## src/rtl/pulse_peak_ratio_collector_assert.svh

```systemverilog
// ----------------------------------------------------------------------------
// Pulse peak ratio collector: assertion macros
// Short forms for the concurrent checks at the end of the top level.
// ----------------------------------------------------------------------------
`ifndef PULSE_PEAK_RATIO_COLLECTOR_ASSERT_SVH
`define PULSE_PEAK_RATIO_COLLECTOR_ASSERT_SVH

// same-cycle implication, checked out of reset
`define PPRC_ASSERT_NOW(label, clk, rst_n, ante, cons) \
	label: assert property (@(posedge clk) disable iff (!(rst_n)) (ante) |-> (cons)) \
		else $error("pulse_peak_ratio_collector: check failed");

// next-cycle implication, checked out of reset
`define PPRC_ASSERT_NEXT(label, clk, rst_n, ante, cons) \
	label: assert property (@(posedge clk) disable iff (!(rst_n)) (ante) |=> (cons)) \
		else $error("pulse_peak_ratio_collector: check failed");

`endif

```

## src/rtl/pprc_pkg.sv

```systemverilog
// ----------------------------------------------------------------------------
// pprc_pkg
// Widths, limits and register indexes of the pulse peak ratio collector.
// ----------------------------------------------------------------------------
`default_nettype none

package pprc_pkg;

	localparam int MAX_BEATS = 16;

	localparam int GAP_W     = 10;
	localparam int BEATS_W   = 5;
	localparam int CNT_W     = 5;
	localparam int LEVEL_W   = 16;
	localparam int POS_W     = 16;
	localparam int RATIO_W   = 24;
	localparam int TOTAL_W   = RATIO_W + $clog2(MAX_BEATS);
	localparam int CFG_IDX_W = 1;
	localparam int CFG_DATA_W = 10;

	// shared divider: 32-bit dividend, 16-bit divisor, one quotient bit a cycle
	localparam int DIV_N_W   = 32;
	localparam int DIV_D_W   = 16;
	localparam int DIV_CNT_W = $clog2(DIV_N_W);

	localparam logic [GAP_W-1:0]   GAP_MAX       = {GAP_W{1'b1}};
	localparam logic [GAP_W-1:0]   MIN_GAP_RESET = GAP_W'(40);
	localparam logic [GAP_W-1:0]   GAP_RESET     = GAP_W'((40 * 3) / 4);
	localparam logic [BEATS_W-1:0] BEATS_RESET   = BEATS_W'(16);
	localparam logic [RATIO_W-1:0] RATIO_MAX     = {RATIO_W{1'b1}};

	localparam logic [CFG_IDX_W-1:0] REG_MIN_GAP      = CFG_IDX_W'(0);
	localparam logic [CFG_IDX_W-1:0] REG_BEATS_IN_USE = CFG_IDX_W'(1);

	localparam logic OP_SAMPLE  = 1'b0;
	localparam logic OP_RESTART = 1'b1;

endpackage

`default_nettype wire

```

## src/rtl/pulse_peak_ratio_collector.sv

```systemverilog
// ----------------------------------------------------------------------------
// Pulse peak ratio collector
// Collects one |ac|/dc ratio (unsigned Q8.16) per beat from pulse-oximeter
// samples and reports fill state, peak count, mean ratio and last peak
// position for every item. One restoring divider, one quotient bit per cycle,
// serves both the ratio and the average: a sample item passes through the
// ratio division, an update step, an average step, the average division and
// a done step before the next transfer. The ratio division is skipped for
// zero dc and the average division while the store is empty, and a restart
// skips both. in_ready is high only while the sequencer is idle; a finished
// result waits in the output register and the next item can be taken
// meanwhile. Only the most recent peak is ever read back, so its ratio and
// position are held in registers.
// ----------------------------------------------------------------------------
`default_nettype none

`include "pulse_peak_ratio_collector_assert.svh"

module pulse_peak_ratio_collector import pprc_pkg::*; (
	input  wire logic                         clk,
	input  wire logic                         arst_n,
	// configuration
	input  wire logic                         cfg_valid,
	output logic                              cfg_ready,
	input  wire logic [CFG_IDX_W-1:0]         cfg_index,
	input  wire logic [CFG_DATA_W-1:0]        cfg_data,
	// input items
	input  wire logic                         in_valid,
	output logic                              in_ready,
	input  wire logic                         opcode,
	input  wire logic [LEVEL_W-1:0]           dc_level,
	input  wire logic signed [LEVEL_W-1:0]    ac_level,
	input  wire logic [POS_W-1:0]             sample_position,
	// results
	output logic                              out_valid,
	input  wire logic                         out_ready,
	output logic                              store_full,
	output logic [CNT_W-1:0]                  peak_count,
	output logic [RATIO_W-1:0]                average_ratio,
	output logic [POS_W-1:0]                  last_peak_position
);

	localparam logic [2:0] ST_IDLE = 3'd0;
	localparam logic [2:0] ST_RDIV = 3'd1;
	localparam logic [2:0] ST_UPD  = 3'd2;
	localparam logic [2:0] ST_AVG  = 3'd3;
	localparam logic [2:0] ST_ADIV = 3'd4;
	localparam logic [2:0] ST_DONE = 3'd5;

	logic [2:0]            state_q;

	logic [GAP_W-1:0]      min_gap_q;
	logic [BEATS_W-1:0]    beats_q;

	logic                  op_q;
	logic                  dc_zero_q;
	logic [POS_W-1:0]      pos_q;

	logic [GAP_W-1:0]      gap_q;
	logic [CNT_W-1:0]      count_q;
	logic [TOTAL_W-1:0]    total_q;
	logic [RATIO_W-1:0]    last_ratio_q;
	logic [POS_W-1:0]      last_pos_q;

	// divider
	logic [DIV_N_W-1:0]    quo_q;
	logic [DIV_D_W-1:0]    rem_q;
	logic [DIV_D_W-1:0]    div_q;
	logic [DIV_CNT_W-1:0]  step_q;
	logic [DIV_D_W:0]      rem_sh;
	logic [DIV_D_W+1:0]    diff;
	logic                  q_bit;

	logic                  out_valid_q;
	logic                  store_full_q;
	logic [CNT_W-1:0]      peak_count_q;
	logic [RATIO_W-1:0]    average_q;
	logic [POS_W-1:0]      last_peak_q;

	logic [LEVEL_W-1:0]    ac_mag;
	logic [CNT_W-1:0]      beats_eff;
	logic [GAP_W-1:0]      gap_inc;
	logic [RATIO_W-1:0]    ratio;
	logic [GAP_W+1:0]      gap_x3;
	logic                  div_last;
	logic                  out_load;

	assign cfg_ready = 1'b1;
	assign in_ready  = (state_q == ST_IDLE);

	assign ac_mag = ac_level[LEVEL_W-1] ? LEVEL_W'(~ac_level + 1'b1) : LEVEL_W'(ac_level);

	always_comb begin
		if (beats_q == '0)
			beats_eff = CNT_W'(1);
		else if (CNT_W'(beats_q) > CNT_W'(MAX_BEATS))
			beats_eff = CNT_W'(MAX_BEATS);
		else
			beats_eff = CNT_W'(beats_q);
	end

	assign gap_inc = (gap_q < GAP_MAX) ? gap_q + 1'b1 : gap_q;
	assign gap_x3  = {1'b0, min_gap_q, 1'b0} + {2'b00, min_gap_q};

	// saturating ratio from the finished quotient
	assign ratio = (dc_zero_q || (|quo_q[DIV_N_W-1:RATIO_W])) ? RATIO_MAX
		: quo_q[RATIO_W-1:0];

	// one restoring step
	assign rem_sh   = {rem_q, quo_q[DIV_N_W-1]};
	assign diff     = {1'b0, rem_sh} - {2'b00, div_q};
	assign q_bit    = ~diff[DIV_D_W+1];
	assign div_last = (step_q == DIV_CNT_W'(DIV_N_W - 1));

	assign out_load = (state_q == ST_DONE) && (!out_valid_q || out_ready);

	always_ff @(posedge clk or negedge arst_n) begin
		if (!arst_n) begin
			min_gap_q <= MIN_GAP_RESET;
			beats_q   <= BEATS_RESET;
		end else if (cfg_valid && cfg_ready) begin
			if (cfg_index == REG_MIN_GAP)
				min_gap_q <= cfg_data;
			else if (cfg_index == REG_BEATS_IN_USE)
				beats_q <= cfg_data[BEATS_W-1:0];
		end
	end

	always_ff @(posedge clk or negedge arst_n) begin
		if (!arst_n) begin
			state_q <= ST_IDLE;
			gap_q   <= GAP_RESET;
			count_q <= '0;
			total_q <= '0;
			step_q  <= '0;
		end else begin
			unique case (state_q)
				ST_IDLE: begin
					if (in_valid) begin
						step_q <= '0;
						if (opcode == OP_RESTART)
							state_q <= ST_UPD;
						else if (dc_level == '0)
							state_q <= ST_UPD;
						else
							state_q <= ST_RDIV;
					end
				end
				ST_RDIV: begin
					step_q <= step_q + 1'b1;
					if (div_last)
						state_q <= ST_UPD;
				end
				ST_UPD: begin
					state_q <= ST_AVG;
					if (op_q == OP_RESTART) begin
						gap_q   <= gap_x3[GAP_W+1:2];
						count_q <= '0;
						total_q <= '0;
					end else if (gap_inc >= min_gap_q && count_q < beats_eff) begin
						total_q <= total_q + TOTAL_W'(ratio);
						count_q <= count_q + 1'b1;
						gap_q   <= '0;
					end else if (gap_inc < min_gap_q && count_q != '0 &&
					             last_ratio_q < ratio) begin
						total_q <= total_q - TOTAL_W'(last_ratio_q) + TOTAL_W'(ratio);
						gap_q   <= '0;
					end else begin
						gap_q <= gap_inc;
					end
				end
				ST_AVG: begin
					step_q <= '0;
					if (count_q == '0)
						state_q <= ST_DONE;
					else
						state_q <= ST_ADIV;
				end
				ST_ADIV: begin
					step_q <= step_q + 1'b1;
					if (div_last)
						state_q <= ST_DONE;
				end
				ST_DONE: begin
					if (out_load)
						state_q <= ST_IDLE;
				end
				default: state_q <= ST_IDLE;
			endcase
		end
	end

	// item latch, last peak and divider datapath
	always_ff @(posedge clk) begin
		if (in_valid && in_ready) begin
			op_q      <= opcode;
			dc_zero_q <= (dc_level == '0);
			pos_q     <= sample_position;
			quo_q     <= {ac_mag, {(DIV_N_W-LEVEL_W){1'b0}}};
			div_q     <= dc_level;
			rem_q     <= '0;
		end else if (state_q == ST_RDIV || state_q == ST_ADIV) begin
			quo_q <= {quo_q[DIV_N_W-2:0], q_bit};
			rem_q <= q_bit ? diff[DIV_D_W-1:0] : rem_sh[DIV_D_W-1:0];
		end else if (state_q == ST_AVG) begin
			quo_q <= DIV_N_W'(total_q);
			div_q <= DIV_D_W'(count_q);
			rem_q <= '0;
		end

		if (state_q == ST_UPD && op_q == OP_SAMPLE) begin
			if ((gap_inc >= min_gap_q && count_q < beats_eff) ||
			    (gap_inc < min_gap_q && count_q != '0 && last_ratio_q < ratio)) begin
				last_ratio_q <= ratio;
				last_pos_q   <= pos_q;
			end
		end
	end

	// result register
	always_ff @(posedge clk or negedge arst_n) begin
		if (!arst_n)
			out_valid_q <= 1'b0;
		else if (out_load)
			out_valid_q <= 1'b1;
		else if (out_ready)
			out_valid_q <= 1'b0;
	end

	always_ff @(posedge clk) begin
		if (out_load) begin
			store_full_q <= (count_q >= beats_eff);
			peak_count_q <= count_q;
			if (count_q == '0) begin
				average_q   <= '0;
				last_peak_q <= '0;
			end else begin
				average_q   <= quo_q[RATIO_W-1:0];
				last_peak_q <= last_pos_q;
			end
		end
	end

	assign out_valid          = out_valid_q;
	assign store_full         = store_full_q;
	assign peak_count         = peak_count_q;
	assign average_ratio      = average_q;
	assign last_peak_position = last_peak_q;

	`PPRC_ASSERT_NOW(a_count_bound, clk, arst_n, 1'b1, count_q <= CNT_W'(MAX_BEATS))
	`PPRC_ASSERT_NEXT(a_busy_after_transfer, clk, arst_n, in_valid && in_ready, !in_ready)
	`PPRC_ASSERT_NOW(a_empty_result, clk, arst_n, out_valid && peak_count == '0,
		average_ratio == '0 && last_peak_position == '0)
	`PPRC_ASSERT_NOW(a_full_flag, clk, arst_n, out_valid && peak_count == '0, !store_full)

endmodule

`default_nettype wire
```

## config.mk

```make
export PLATFORM = sky130hd
export DESIGN_NAME = pulse_peak_ratio_collector
export DESIGN_NICKNAME = d
export VERILOG_FILES = /design/src/rtl/pprc_pkg.sv /design/src/rtl/pulse_peak_ratio_collector.sv
export VERILOG_INCLUDE_DIRS = /design/src /design/src/rtl
export SDC_FILE = /design/constraint.sdc
export NUM_CORES = 1
export LEC_CHECK = 0
export ABC_CLOCK_PERIOD_IN_PS = 4800
export BUFFER_PORTS_ARGS = -buffer_cell sky130_fd_sc_hd__buf_2
export CAP_MARGIN = 15
export CORE_MARGIN = 3
export CORE_UTILIZATION = 35
export CTS_BUF_LIST = sky130_fd_sc_hd__clkbuf_8
export DETAILED_ROUTE_END_ITERATION = 8
export GPL_ROUTABILITY_DRIVEN = 0
export PLACE_DENSITY = 0.57
export SKIP_LAST_GASP = 1
export SLEW_MARGIN = 20
export SYNTH_ARGS = -nofsm -noshare
export SYNTH_HDL_FRONTEND = slang
export SYNTH_SLANG_ARGS = --single-unit
```

## constraint.sdc

```tcl
create_clock -name clk -period 4.8 [get_ports clk]
set_input_delay 0.48 -clock clk [delete_from_list [all_inputs] [get_ports clk]]
set_output_delay 0.48 -clock clk [all_outputs]
set_load 0.05 [all_outputs]
```

### Word level (Yosys, flattened, before mapping)

Cells that the tools add are included.

* bits in registers: 235
* input port bits: 65
* output and inout bits: 49
* logic and storage cells: 119

* $add $sub $neg: 9
* magnitude comparators: 7
* equal/unequal tests: 11
* multiplexer cells: 34
* bitwise gates (word level): 4
* reductions and logical operators: 33

Operators with widths (count)
* $mux W16: 7
* $mux W32: 3
* $mux W28: 3
* $add A28 B24 Y28: 2
* $mux W10: 4
* $sub A28 B24 Y28: 1
* $mux W5: 5
* $lt A24 B24 Y1: 1
* $mux W24: 1
* $pmux W3 S6: 1
* $sub A17 B16 Y18: 1
* $add A16 B1 Y16 const B: 1
* $logic_not A16 Y1: 1
* $not A16 Y16: 1
* $pmux W5 S3: 1
* $reduce_and A2 Y1: 7
* $add A11 B10 Y12: 1
* $mux W3: 4
* $add A10 B1 Y10 const B: 1
* $add A5 B1 Y5 const B: 2
* $ge A10 B10 Y1: 1
* $logic_not A5 Y1: 2
* $lt A10 B10 Y1: 1
* $lt A10 B10 Y1 const B: 1
* other kinds (21): 45

### Depth between registers and ports, before layout

Gate-level depths: netlist of run 1.

* word-level depth: 8
* depth in mapped cells: 18
* gate-level depth less buffers: 17

### Worst setup path before layout of run 1

OpenSTA, ideal clock, no wires.

* kind: reg-to-reg
* start point: reg gap_q[1]
* end point: reg last_pos_q[0], enable pin
* library setup time: 0.399 ns
* data arrival time: 4.308 ns
* required time: 4.401 ns
* path slack: 0.093 ns
* stages on the path, launching flop included: 17
* buffers on the path: 0
* period minus slack after synthesis: 4.707 ns
* cell sequence: dfstp_2 > ha_1 > and3_1 > and3_1 > and3_1 > nand3_1 > nand2b_1 > xnor2_1 > ha_1 > a41oi_1 > o21ai_0 > a311oi_1 > and2_1 > o211ai_1 > o211a_1 > or3_4 > inv_1

* word-level cells in the longest chain between the ends: 7
* elaborated cells on any way between the ends: 10
* classes of those cells: add/sub (1); order compare (3); mux (1); reduce/logical (5)

Ends and longest elaborated chain
* start: declaration: line pulse_peak_ratio_collector.sv:59 `logic [GAP_W-1:0] gap_q;`
* start signal: assignment: line pulse_peak_ratio_collector.sv:157 `gap_q <= gap_x3[GAP_W+1:2];`
* start signal: assignment: line pulse_peak_ratio_collector.sv:169 `gap_q <= gap_inc;`
* $add A10 B1 Y10 / $lt A10 B10 Y1 (equally long branches): line pulse_peak_ratio_collector.sv:102 `assign gap_inc = (gap_q < GAP_MAX) ? gap_q + 1'b1 : gap_q;`
* $mux W10 *: line pulse_peak_ratio_collector.sv:102
* $lt A10 B10 Y1: line pulse_peak_ratio_collector.sv:213 `(gap_inc < min_gap_q && count_q != '0 && last_ratio_q < ratio)) begin`
* $logic_and A1 B1 Y1 (2 in series): line pulse_peak_ratio_collector.sv:213
* $logic_or A1 B1 Y1 *: line pulse_peak_ratio_collector.sv:212 `if ((gap_inc >= min_gap_q && count_q < beats_eff) ||`
* $reduce_and A2 Y1 (no source line) *
* end signal: assignment: line pulse_peak_ratio_collector.sv:215 `last_pos_q <= pos_q;`
* end: declaration: line pulse_peak_ratio_collector.sv:63 `logic [POS_W-1:0] last_pos_q;`

Mark *: on every way between the ends. The rest lies on a longest branch, timed or not.
A chain may end at the register's enable or synchronous reset.

### Worst setup path after layout of run 1

* start point: reg gap_q[1]
* end point: reg last_ratio_q[10], enable pin

* word-level cells in the longest chain between the ends: 7
* elaborated cells on any way between the ends: 10
* classes of those cells: add/sub (1); order compare (3); mux (1); reduce/logical (5)

Ends and longest elaborated chain
* $add A10 B1 Y10 / $lt A10 B10 Y1 (equally long branches): line pulse_peak_ratio_collector.sv:102
* $mux W10 *: line pulse_peak_ratio_collector.sv:102
* $lt A10 B10 Y1: line pulse_peak_ratio_collector.sv:213
* $logic_and A1 B1 Y1 (2 in series): line pulse_peak_ratio_collector.sv:213
* $logic_or A1 B1 Y1 *: line pulse_peak_ratio_collector.sv:212
* $reduce_and A2 Y1 (no source line) *
* end signal: assignment: line pulse_peak_ratio_collector.sv:214 `last_ratio_q <= ratio;`
* end: declaration: line pulse_peak_ratio_collector.sv:62 `logic [RATIO_W-1:0] last_ratio_q;`

Marks and branches as above.

==> flow_metrics.py, run 1 <==
metrics = {
    "outcome": {
        "status": "complete, no violations",
    },
    "detailed_routing": {
        "viasPerCell": 5.19,
        "dr_total_vias": 12186,
        "wl_met3_um": 1960,
        "wl_met2_um": 19200,
        "routedWlPerCell_um": 17.5,
        "ant_nets": 0,
        "firstDrtPassIters": 5,
        "drc_errors": 0,
        "initialDrtViolationCount": 802,
        "highest_layer": "met4",
        "drt-total-wl_um": 40900,
        "wl_met1_um": 18800,
    },
    "job": {
        "maxCapViolCount": 0,
    },
    "worst_setup_path": {
        "critPathKind": "reg -> reg",
        "critPathMaxFanout": 22,
        "worstSetupEndpointType": "flop",
        "cp.required_ps": 5080,
        "arrival_ps": 4710,
        "startpoint_type": "flop",
    },
    "final_layout": {
        "fin_nets": 1948,
        "utilization_pct": 41.7,
        "syn_to_final_growth_pct": 16.2,
        "drive_above_1_share_pct": 14.6,
        "nFillCells": 4214,
    },
    "logic_synthesis": {
        "ys.flop_type": "edfxtp_1",
        "avgSynthCellArea_um2": 9.59,
        "syn_area_um2": 15200,
        "synth_seq_area_share_pct": 42.1,
        "synth_cell_types": 80,
        "syn_inst": 1587,
        "synth-edff-count": 136,
        "ys_warn_count": 0,
        "syn_nets": 1803,
        "ys_seq_elements": 235,
        "async_reset_ff_share_pct": 28.5,
    },
    "floorplan": {
        "dieArea_um2": 46000,
        "core_um2": 42400,
        "rows": 75,
        "fp.dieW_um": 215,
        "start_util_pct": 35.9,
        "die_h_um": 215,
        "ios": 114,
    },
    "cts": {
        "ctsRootBufferMaster": "clkbuf_8",
        "clk_pin_slew_ps": 60,
        "clkLatencyLatePin_ps": 620,
        "cts_inserted_buffers": 44,
        "post-cts-setup-buffers": 0,
        "clock-sinks": 235,
        "tritoncts": "yes",
        "clockBufferDepth": 3,
        "htreeDepth": 2,
    },
    "place": {
        "hpwl_um": 30600,
        "numPortBuffers": 112,
        "pre_cts_ws_ps": 265,
    },
    "power_and_ir_drop": {
        "pwr-share-comb_pct": 56.1,
        "p_int_mw": 6.87,
        "finalPower_mw": 12.5,
        "power_switching_mw": 5.61,
        "power_leakage_nw": 7.67,
        "cellPowerDensity_nw_per_um2": 705,
        "vdd_drop_max_uv": 258,
        "pwr-share-seq_pct": 27.2,
        "power_frac_clock_pct": 16.8,
        "p_sw_share_pct": 45.0,
    },
    "sta": {
        "relSlewSlack_pct": 36.1,
        "period_share_pct": 92.3,
        "final_max_slew_viol_count": 0,
        "fin_skew_ps": 39.0,
        "grt_setup_unrepaired": "false",
        "min_period_ps": 4430,
        "totalNegativeSetupSlack_ps": 0,
        "final_hold_viol_count": 0,
        "max_clock_freq_mhz": 226,
        "setup_violations": 0,
        "worst_pin_slew_ps": 955,
        "fin_ws_ps": 371,
    },
    "global_routing": {
        "grt_antenna_before_repair": 1,
        "grt_max_degree": 65,
        "overflow": 0,
        "grt_util_all_layers_pct": 17.8,
        "grt_pass1_vias": 12293,
        "grt_pass1_wl_um": 66300,
    },
    "min_path": {
        "hp-class": "in -> reg",
    },
}
==> layout make-up <==
cell class / instances / area, µm² / area share, %
multi-input combinational: 1143 / 8070 / 45.6
timing repair buffer: 156 / 978 / 5.53
sequential: 235 / 6410 / 36.2
clock inverter: 33 / 268 / 1.51
clock buffer: 49 / 674 / 3.81
inverter: 152 / 571 / 3.23
antenna: 1 / 2.50 / 0.0141
tap: 577 / 722 / 4.08
==> worst paths after layout <==
path                                    endpoint          startpoint  depth (start not counted)  slack (ps)
worst max register to register  last_ratio_q[10]            gap_q[1]                         17         370
worst min-delay path                    pos_q[4]  sample_position[4]                          1          50
min in group asynchronous            total_q[13]              arst_n                          2         240
worst min register to register     last_pos_q[3]            pos_q[3]                          0         420
worst max-delay path            last_ratio_q[10]            gap_q[1]                         17         370
max in group asynchronous             count_q[1]              arst_n                          3        3440
==> cell usage after synthesis, drive strengths merged, types with 33 or more instances <==
cell type  number  area share (%)
nand2         156             3.8
nor2b          62             2.5
xor2           38             2.2
a21oi          82             2.7
inv           151             3.7
dfrtp          60             9.9
ha            124              10
o21ai         122             4.0
nor2          116             2.9
nand3          33             1.1
xnor2          40             2.3
edfxtp        136              27
clkbuf         41             1.1
==> worst max-delay path: stages (launching register included) <==
cell and delay [ps]:
dfstp_2 550, ha_1 160, and3_1 210, and3_1 220
and3_1 210, nand3_2 150, nand2b_1 130, xnor2_1 140
ha_1 280, a41oi_1 220, o21ai_0 140, a311oi_2 320
and2_1 180, o211ai_1 120, o211a_1 260, or3_4 450
inv_2 140, buf_12 190
==> per-layer routing <==
layer | GRT usage [%] | up-vias
met5 | 0 | -
met4 | 5.54 | 0
met3 | 3.09 | 57
met2 | 29.3 | 285
met1 | 23.9 | 5891
li1 | - | 5953
==> stage by stage <==
step	hold slack, ps	cells	instance area (µm²)
6_report	49.2	2346	17700
5_1_grt	1.83	2346	17700
4_1_cts	0.612	2345	17600
3_5_place_dp	306	2254	16600
3_3_place_gp	305	2253	16600
2_1_floorplan	184	1587	15200
==> cells by family (layout without fill, tap and decap cells) <==
family | Yosys count | in the layout | share of synthesized area, %
flops | 235 | 235 | 42.1
fa+ha+maj | 151 | 151 | 13.7
simple gates | 488 | 488 | 15.3
other cells | 1 | 2 | 0.0246
mux | 25 | 25 | 1.70
buf+inv | 209 | 390 | 5.42
xor+xnor | 78 | 78 | 4.49
compound gates | 400 | 400 | 17.2
==> power by group through the flow <==
| stage | clock network, mW | registers (mW) | logic, mW |
|---|---|---|---|
| after floorplan | 0 | 3.38 | 5.11 |
| after global placement | 0 | 3.41 | 6.83 |
| final | 2.09 | 3.39 | 7.00 |
| after global routing | 2.24 | 3.47 | 7.87 |
| after CTS | 2.15 | 3.39 | 6.97 |
| after detailed placement | 0 | 3.42 | 6.92 |
==> state kept, by name (all words and copies together), names as in the netlist, 16 cells and up <==
signal,cells
average_ratio,24
div_q,16
last_peak_position,16
last_pos_q,16
last_ratio_q,24
pos_q,16
quo_q,32
rem_q,16
total_q,28
==> cell usage in the layout (no fill, tap or decap), drive strengths merged, types with 28 or more instances in the layout <==
cell type  instances
nand2            156
o21ai            122
buf              147
nand3             33
ha               124
dfxtp             32
edfxtp           136
dfrtp             60
a21oi             82
xor2              38
clkbuf            49
xnor2             40
and3              28
nor2b             62
inv              170
nor2             116
==> what timing repair did <==
action / CTS / global route
endpoints found under the hold margin: 11 / 0
hold buffers: 9 / 0
resized for setup: 0 / 8
endpoints found under the setup margin: 0 / 46
(Power assumes the default switching activity.)
==> inputs of run 2 (changes only) <==
- CORE_ASPECT_RATIO: default -> 0.9
==> flow_metrics.py, run 2 (synthesis results as in run 1) <==
metrics = {
    "final_layout": {
        "reg_top3": "quo_q: 32 flops, total_q: 28 flops",
        "top_register": "quo_q",
        "fin_nets": 1947,
        "instances_no_fill": 2318,
        "nFillCells": 4144,
        "final_common_cell": "inv_1",
        "syn_to_final_growth_pct": 14.9,
        "drive_above_1_share_pct": 13.8,
        "final_cell_mix": "167 x inv_1, 156 x nand2_1, 136 x edfxtp_1",
        "largest_reg_flops": 32,
    },
    "worst_setup_path": {
        "startpoint_type": "flop",
        "worstSetupEndpointType": "flop",
        "crit_buf_inv": 2,
        "cp_top_family": "simple AND/OR/NAND/NOR gates",
        "critPathKind": "reg -> reg",
        "arrival_ps": 5070,
        "slowest_delay_ps": 470,
        "crit_chain": "nor4_1 -> nand3_1 -> buf_4 -> nor2_1 -> fa_1 -> inv_1 -> ha_1 -> nand3_1 -> nor4_1 -> o311ai_2 -> a31oi_1 -> a311oi_1 -> o21bai_1 -> mux2i_1 -> nor3_1 -> a221o_1",
        "critPathMaxFanout": 26,
        "cp.required_ps": 5300,
        "slowest_stage": "nor4_1",
    },
    "sta": {
        "worst_pin_slew_ps": 938,
        "max_clock_freq_mhz": 219,
        "final_max_slew_viol_count": 0,
        "fin_hold_ws_ps": 50.2,
        "grt_setup_unrepaired": "true",
        "fin_ws_ps": 233,
        "setup_violations": 0,
        "relSlewSlack_pct": 37.5,
        "fin_skew_ps": 41.6,
        "min_period_ps": 4570,
        "period_share_pct": 95.1,
        "final_hold_viol_count": 0,
    },
    "global_routing": {
        "grt_max_degree": 42,
        "grt_util_all_layers_pct": 17.7,
        "grt_antenna_before_repair": 5,
        "grt_pass1_vias": 11874,
        "overflow": 0,
        "grt_pass1_wl_um": 64700,
    },
    "detailed_routing": {
        "viasPerCell": 5.28,
        "drc_errors": 0,
        "initialDrtViolationCount": 815,
        "dr_total_vias": 12238,
        "routedWlPerCell_um": 17.7,
        "ant_nets": 0,
        "drt-total-wl_um": 40900,
        "firstDrtPassIters": 5,
    },
    "power_and_ir_drop": {
        "pwr-share-seq_pct": 27.9,
        "cellPowerDensity_nw_per_um2": 698,
        "finalPower_mw": 12.2,
        "pwr-share-comb_pct": 56.6,
        "p_sw_share_pct": 45.8,
        "power_switching_mw": 5.59,
        "vdd_drop_max_uv": 249,
        "power_leakage_nw": 7.59,
        "p_int_mw": 6.63,
        "power_frac_clock_pct": 15.5,
    },
    "outcome": {
        "status": "complete, no violations",
    },
    "min_path": {
        "hp-class": "in -> reg",
    },
    "place": {
        "numPortBuffers": 112,
        "pre_cts_ws_ps": 247,
        "hpwl_um": 30300,
        "dp.cells": 2221,
    },
    "floorplan": {
        "core_um2": 42400,
        "start_util_pct": 35.9,
        "ios": 114,
        "die_h_um": 204,
        "fp.dieW_um": 226,
        "dieArea_um2": 46000,
        "rows": 71,
    },
    "cts": {
        "htreeDepth": 2,
        "cts_inserted_buffers": 45,
        "clkLatencyLatePin_ps": 620,
        "ctsRootBufferMaster": "clkbuf_8",
        "clock-sinks": 235,
        "clk_pin_slew_ps": 60,
        "clockBufferDepth": 3,
        "tritoncts": "yes",
    },
    "job": {
        "maxCapViolCount": 0,
    },
}
run 2: cell types whose count changed in the layout (fill, tap and decap cells not counted), moves of 2 or more:
cell and change:
clkinv_1 +10, buf_12 -2, clkbuf_8 -2, clkinv_2 -3, diode_2 +2, bufinv_16 -3
run 2: cell type report:
class                           count  area (µm²)  share of cell area [%]
Timing Repair Buffer              154         936                    5.35
Clock buffer                       47         647                    3.70
Inverter                          152         571                    3.26
Tap cell                          547         684                    3.91
Multi-Input combinational cell   1143        8040                    46.0
Antenna cell                        3        7.51                  0.0429
Sequential cell                   235        6410                    36.6
Clock inverter                     37         195                    1.12
run 2: timing repair:
item                                    4_1_cts  5_1_grt
resized for setup                             0        5
buffers inserted                              0        0
hold buffers                                  9        0
endpoints found under the setup margin        0        6
hold endpoints to repair                     30        0
run 2: power groups by stage:
stage          Combinational, mW  Sequential [mW]  Clock (mW)
3_5_place_dp                6.83             3.44           0
5_1_grt                     7.74             3.48        2.05
3_3_place_gp                6.73             3.43           0
6_report                    6.91             3.41        1.90
4_1_cts                     6.87             3.41        1.95
2_1_floorplan               5.11             3.38           0
run 2: final timing paths:
| check | depth (start not counted) | endpoint | slack [ps] | from |
|---|---|---|---|---|
| min in group asynchronous | 2 | beats_q[1] | 550 | arst_n |
| hold reg to reg | 0 | last_pos_q[11] | 420 | pos_q[11] |
| max in group asynchronous | 3 | total_q[3] | 3140 | arst_n |
| setup reg to reg | 16 | total_q[27] | 230 | quo_q[27] |
| hold / removal | 1 | pos_q[2] | 50 | sample_position[2] |
| setup / recovery | 16 | total_q[27] | 230 | quo_q[27] |
run 2: stage by stage:
step,area [µm²],util [%],setup TNS (ps)
after global routing,17500,41.3,-37.6
after CTS,17400,41.2,0
after global placement,16500,39.0,0
after detailed placement,16500,39.0,0
after floorplan,15200,-,0
final,17500,41.3,0
run 2: layer usage:
| metal | GRT usage [%] | vias up | part of all wire, % |
|---|---|---|---|
| li1 | - | 5963 | - |
| met1 | 24.5 | 5979 | 48 |
| met2 | 28.8 | 237 | 46 |
| met3 | 2.73 | 57 | 4.5 |
| met4 | 5.13 | 2 | 2.2 |
| met5 | 0 | - | 0.032 |
run 2: worst register-to-register path: stages (launching register included):
cell and delay, ps:
edfxtp_1 390, nor4_1 320, nand3_1 110, buf_4 240, nor2_1 280, fa_1 460, inv_1 70, ha_1 250
nand3_1 190, nor4_1 470, o311ai_2 230, a31oi_1 410, a311oi_1 190, o21bai_1 240, mux2i_1 250, nor3_1 70
a221o_1 290
